`src/mts_pkg.sv`:
```
package mts_pkg;

    localparam int WORD_W        = 32;
    localparam int DEPTH_DEFAULT = 128;
    localparam int IN_TDATA_W    = 32;
    localparam int OUT_TDATA_W   = 104;
    localparam int OUT_TUSER_W   = 2;

    typedef logic signed [WORD_W-1:0] t_word;

    localparam t_word INT_MAX = 32'sh7FFF_FFFF;

    typedef enum logic {
        CMD_PUSH = 1'b0,
        CMD_POP  = 1'b1
    } t_cmd;

    typedef enum logic [1:0] {
        STATUS_OK    = 2'd0,
        STATUS_FULL  = 2'd1,
        STATUS_EMPTY = 2'd2
    } t_status;

    // Shift control broadcast to every cell of a chain.
    typedef struct packed {
        logic push;
        logic pop;
    } t_shift_ctl;

endpackage

```
`src/mts_cell.sv`:
```
module mts_cell
    import mts_pkg::*;
(
    input  logic       i_clk,
    input  t_shift_ctl i_ctl,
    input  t_word      i_from_above,
    input  t_word      i_from_below,
    output t_word      o_word
);

    t_word r_word;
    t_word n_word;

    // Push moves words one place deeper, pop one place toward the top.
    always_comb begin
        n_word = r_word;
        if (i_ctl.push) begin
            n_word = i_from_above;
        end else if (i_ctl.pop) begin
            n_word = i_from_below;
        end
    end

    always_ff @(posedge i_clk) begin
        r_word <= n_word;
    end

    assign o_word = r_word;

endmodule

```
`src/mts_chain.sv`:
```
module mts_chain
    import mts_pkg::*;
#(
    parameter int DEPTH = DEPTH_DEFAULT
) (
    input  logic       i_clk,
    input  t_shift_ctl i_ctl,
    input  t_word      i_value,
    output t_word      o_top0,
    output t_word      o_top1
);

    t_word w_cell [DEPTH];

    for (genvar g = 0; g < DEPTH; g++) begin : g_cell
        t_word w_above;
        t_word w_below;

        if (g == 0) begin : g_first
            assign w_above = i_value;
        end else begin : g_mid_above
            assign w_above = w_cell[g-1];
        end

        if (g == DEPTH - 1) begin : g_last
            assign w_below = '0;
        end else begin : g_mid_below
            assign w_below = w_cell[g+1];
        end

        mts_cell u_cell (
            .i_clk        (i_clk),
            .i_ctl        (i_ctl),
            .i_from_above (w_above),
            .i_from_below (w_below),
            .o_word       (w_cell[g])
        );
    end

    assign o_top0 = w_cell[0];
    assign o_top1 = w_cell[1];

endmodule

```
`config.mk`:
```
export PLATFORM = sky130hd
export DESIGN_NAME = mts_chain
export DESIGN_NICKNAME = d
export VERILOG_FILES = /design/src/mts_pkg.sv /design/src/mts_cell.sv /design/src/mts_chain.sv
export SDC_FILE = /design/constraint.sdc
export NUM_CORES = 2
export LEC_CHECK = 0
export BUFFER_PORTS_ARGS = -buffer_cell sky130_fd_sc_hd__buf_2
export CAP_MARGIN = 20
export CORE_MARGIN = 5
export CORE_UTILIZATION = 30
export CTS_BUF_LIST = sky130_fd_sc_hd__clkbuf_16
export CTS_CLUSTER_SIZE = 16
export DETAILED_ROUTE_END_ITERATION = 6
export GPL_ROUTABILITY_DRIVEN = 0
export PLACE_DENSITY = 0.54
export SLEW_MARGIN = 20
export SYNTH_ARGS = -nofsm -noshare
export SYNTH_HDL_FRONTEND = slang
export SYNTH_SLANG_ARGS = --single-unit
```
`constraint.sdc`:
```
create_clock -name i_clk -period 146.1 [get_ports i_clk]
set_input_delay 14.61 -clock i_clk [delete_from_list [all_inputs] [get_ports i_clk]]
set_output_delay 14.61 -clock i_clk [all_outputs]
set_load 0.1 [all_outputs]
```
### Word level (Yosys, flattened, before mapping)

Cells that the tools add are included.

* input bits: 35
* output and inout port bits: 64
* flip-flop bits (word level): 4096
* memory bits (writable): 0
* ROM bits: 0
* memories: 0
* bits in latches: 0

* equality and inequality tests: 0
* multiply operators: 0
* reductions and logical operators: 1
* shifts and indexed selects: 0
* div/mod/pow operators: 0
* $lt $le $gt $ge: 0
* muxes and demuxes: 256
* add/sub/neg operators: 0
* bitwise gates (word level): 0

Operators with widths (count)
* $mux 32: 256
* $reduce_bool 2->1: 1

### Longest topological paths before layout

* depth after elaboration: 2
* mapped depth: 5
* gate-level depth less buffers: 1

### By module

Synthesis repeated with hierarchy kept, for this count alone.

* cells, all modules: 8833
* area, all modules: 192988.8 um2

Modules (own cells, without submodules)
* mts_cell: sequential area each 960.9 um2, cells an instance 69, area an instance 1507.7 um2, times used 128
* mts_chain: sequential area each 0.0 um2, cells an instance 1, area an instance 3.8 um2, times used 1

### Least setup slack after synthesis

No wires, ideal clock.

* kind: input to register
* start point: input i_ctl[1] in the netlist's numbering
* end point: register g_cell[0].u_cell.r_word[0], enable pin
* buffers on the path: 4
* arrival: 63326 ps
* cell stages on the path: 5
* slack: 79923 ps
* setup time: 2851 ps
* cells stage by stage: buf_2 > buf_4 > buf_6 > buf_6 > or2_2

* longest elaborated chain between the ends: 1

RTL lines
* start: declaration: line mts_chain.sv:7 `input t_shift_ctl i_ctl,`
* $reduce_bool 2->1 (no source line)
* end signal: assignment: line mts_cell.sv:25 `r_word <= n_word;`
* end: declaration: line mts_cell.sv:11 `t_word r_word;`

No other way between the ends.
A chain may end at the register's enable or synchronous reset.

### Worst setup path in the final report

* start point: input i_ctl[1] in the netlist's numbering
* end point: register g_cell[39].u_cell.r_word[18], enable pin

* longest elaborated chain between the ends: 1

RTL lines (line)
* $reduce_bool 2->1 (no source line)
* end signal: assignment: mts_cell.sv:25
* end: declaration: mts_cell.sv:11

No other way between the ends.

==> metrics.txt <==
I/O pin count 99; Achievable Freq 0.0484 GHz; number of global-route vias before repair 77400; pre-CTS setup slack 123.82 ns; final core utilization 0.337; final period utilization 0.141; worst skew pair latency 1.00 ns; Worst Setup Start Kind primary input; Worst Reg-to-Reg Cells 1; row count 278; worst path required time 146.67 ns; die area 591000 um2; post-DP HPWL 139 mm; layout cells sized above 1 0.526; fin worst setup slack 125.44 ns; Mapped Nets 8683; largest net degree at the start of global routing 203; hold slack 0.501 ns; setup bufs post-CTS 0; initial antenna violation count 6; Mapped Cells 8648; setup violators final 0; DRT Pass-1 Iters 5; max-cap viol count 0; CP endpoint kind register; Finished Cell Area 193000 um2; CTS tree built; core area 574000 um2; RSZ-0062 raised after global routing no; Placed Area 180000 um2; Final Max Slew Viols 0; routed wire length 244 mm; hold depth 1; Detailed Route Iter0 Violations 4940; Worst EP arrival 21.23 ns; CP Class primary input to register; hold crit path type register to register; number of fill cells 53600; power per cell area 15.5 nW/um2; first-pass GRT wire length 407 mm; Initial Util 0.301; Worst Tran Pin Value 1.19 ns; CTS max path bufs 4; area of the multi-input gates 46000 um2; Syn. warnings 0; Post-Syn Area 173000 um2; critical path peak fanout 200; placed cells 16000; Sink Count 4096; total power 3.00 mW; Final #Nets 8860; Largest register FFs 4096; Reg area 123000 um2; Port Buffers 98; residual DRC count 0; count of cell types in the netlist 7; Pleak 66.0 nW; die span in x 769 um; Congestion Overflow GR 0; setup TNS 0 ns; endpoints failing hold 0; Post-CTS Hold Buffers 0; CTS resizes 0; Via Count 73300; Num CTS Buffers 429; Worst-path clk slew 0.06 ns; Die Span Y 769 um; number of synthesized register bits 4096; # H-tree levels 5; wire per inst 14.6 um; status finished clean; Syn-to-layout area delta 11.8%; Worst slew margin 0.208; Vias/cell 4.38; GRT Total Usage 0.0787; Avg Inst Size Synth 20.0 um2; Worst VDD drop 0.00996 mV; Clock Skews 0.0856 ns; minimum clock period 20.66 ns; post-route insts no fill 16700; sequential fraction of the synthesis area 0.712; ANT nets after route 0; Clock Root Buffer clkbuf_16
## power by group
group,total [mW],switching [mW],internal [mW]
combinational,0.299,0.118,0.182
sequential,1.68,0.106,1.58
clock,1.02,0.449,0.573
total,3.00,0.673,2.33
## worst max-delay path, stage by stage
cell and delay [ns]:
buf_12 0.22, or2_4 0.75, buf_4 0.67, buf_12 0.55, buf_6 0.70, buf_12 0.65, buf_6 0.71, buf_12 0.73
buf_4 0.98
## worst paths after layout
path	from	to	slack (ns)
setup / recovery	i_ctl[1]	g_cell[39].u_cell.o_word[18]	125.44
hold / removal	g_cell[86].u_cell.o_word[22]	g_cell[87].u_cell.o_word[22]	0.50
setup reg to reg	g_cell[1].u_cell.o_word[24]	g_cell[0].u_cell.o_word[24]	144.79
hold reg to reg	g_cell[86].u_cell.o_word[22]	g_cell[87].u_cell.o_word[22]	0.50
## area by class of cell
class | instances | area share
repair buffers | 201 | 0.00755
diodes | 4 | 0.0000518
multi-input cells | 4097 | 0.238
clock buffers | 429 | 0.0556
well taps | 7560 | 0.0490
flip-flops and latches | 4096 | 0.637
clock inverters | 359 | 0.0130
## cell families (layout without fill, tap and decap cells)
kind of cell / Yosys count / after routing / synth area share
buf+inv: 455 / 989 / 0.0224
mux: 4064 / 4064 / 0.265
simple gates: 33 / 33 / 0.00119
other cells: 0 / 4 / 0
flops: 4096 / 4096 / 0.712
## metal layers
layer	global-route usage	share of wire	vias to the layer above
li1	-	-	35100
met1	0.106	0.47	37000
met2	0.127	0.47	791
met3	0.0168	0.043	407
met4	0.0232	0.025	0
met5	0	0	-
## cell usage after synthesis, drive strengths merged
master	instances	area, um2
mux2	4064	45800
buf	455	3870
and2	32	200
or2	1	6.26
edfxtp	4096	123000
## layout by cell type (no fill, tap or decap)
| cell | instances |
|---|---|
| buf_2 | 97 |
| clkinv_2 | 78 |
| buf_4 | 85 |
| buf_16 | 1 |
| inv_8 | 3 |
| diode_2 | 4 |
| clkinv_4 | 3 |
| clkinvlp_4 | 5 |
| buf_12 | 12 |
| clkinv_16 | 11 |
| edfxtp_1 | 4096 |
| clkinv_1 | 112 |
| or2_4 | 1 |
| clkbuf_16 | 429 |
| clkinv_8 | 4 |
| mux2_2 | 4064 |
| inv_6 | 7 |
| and2_1 | 32 |
| inv_16 | 4 |
| inv_1 | 110 |
| buf_6 | 6 |
| bufinv_16 | 22 |
Power figures use the tool's default switching activity.
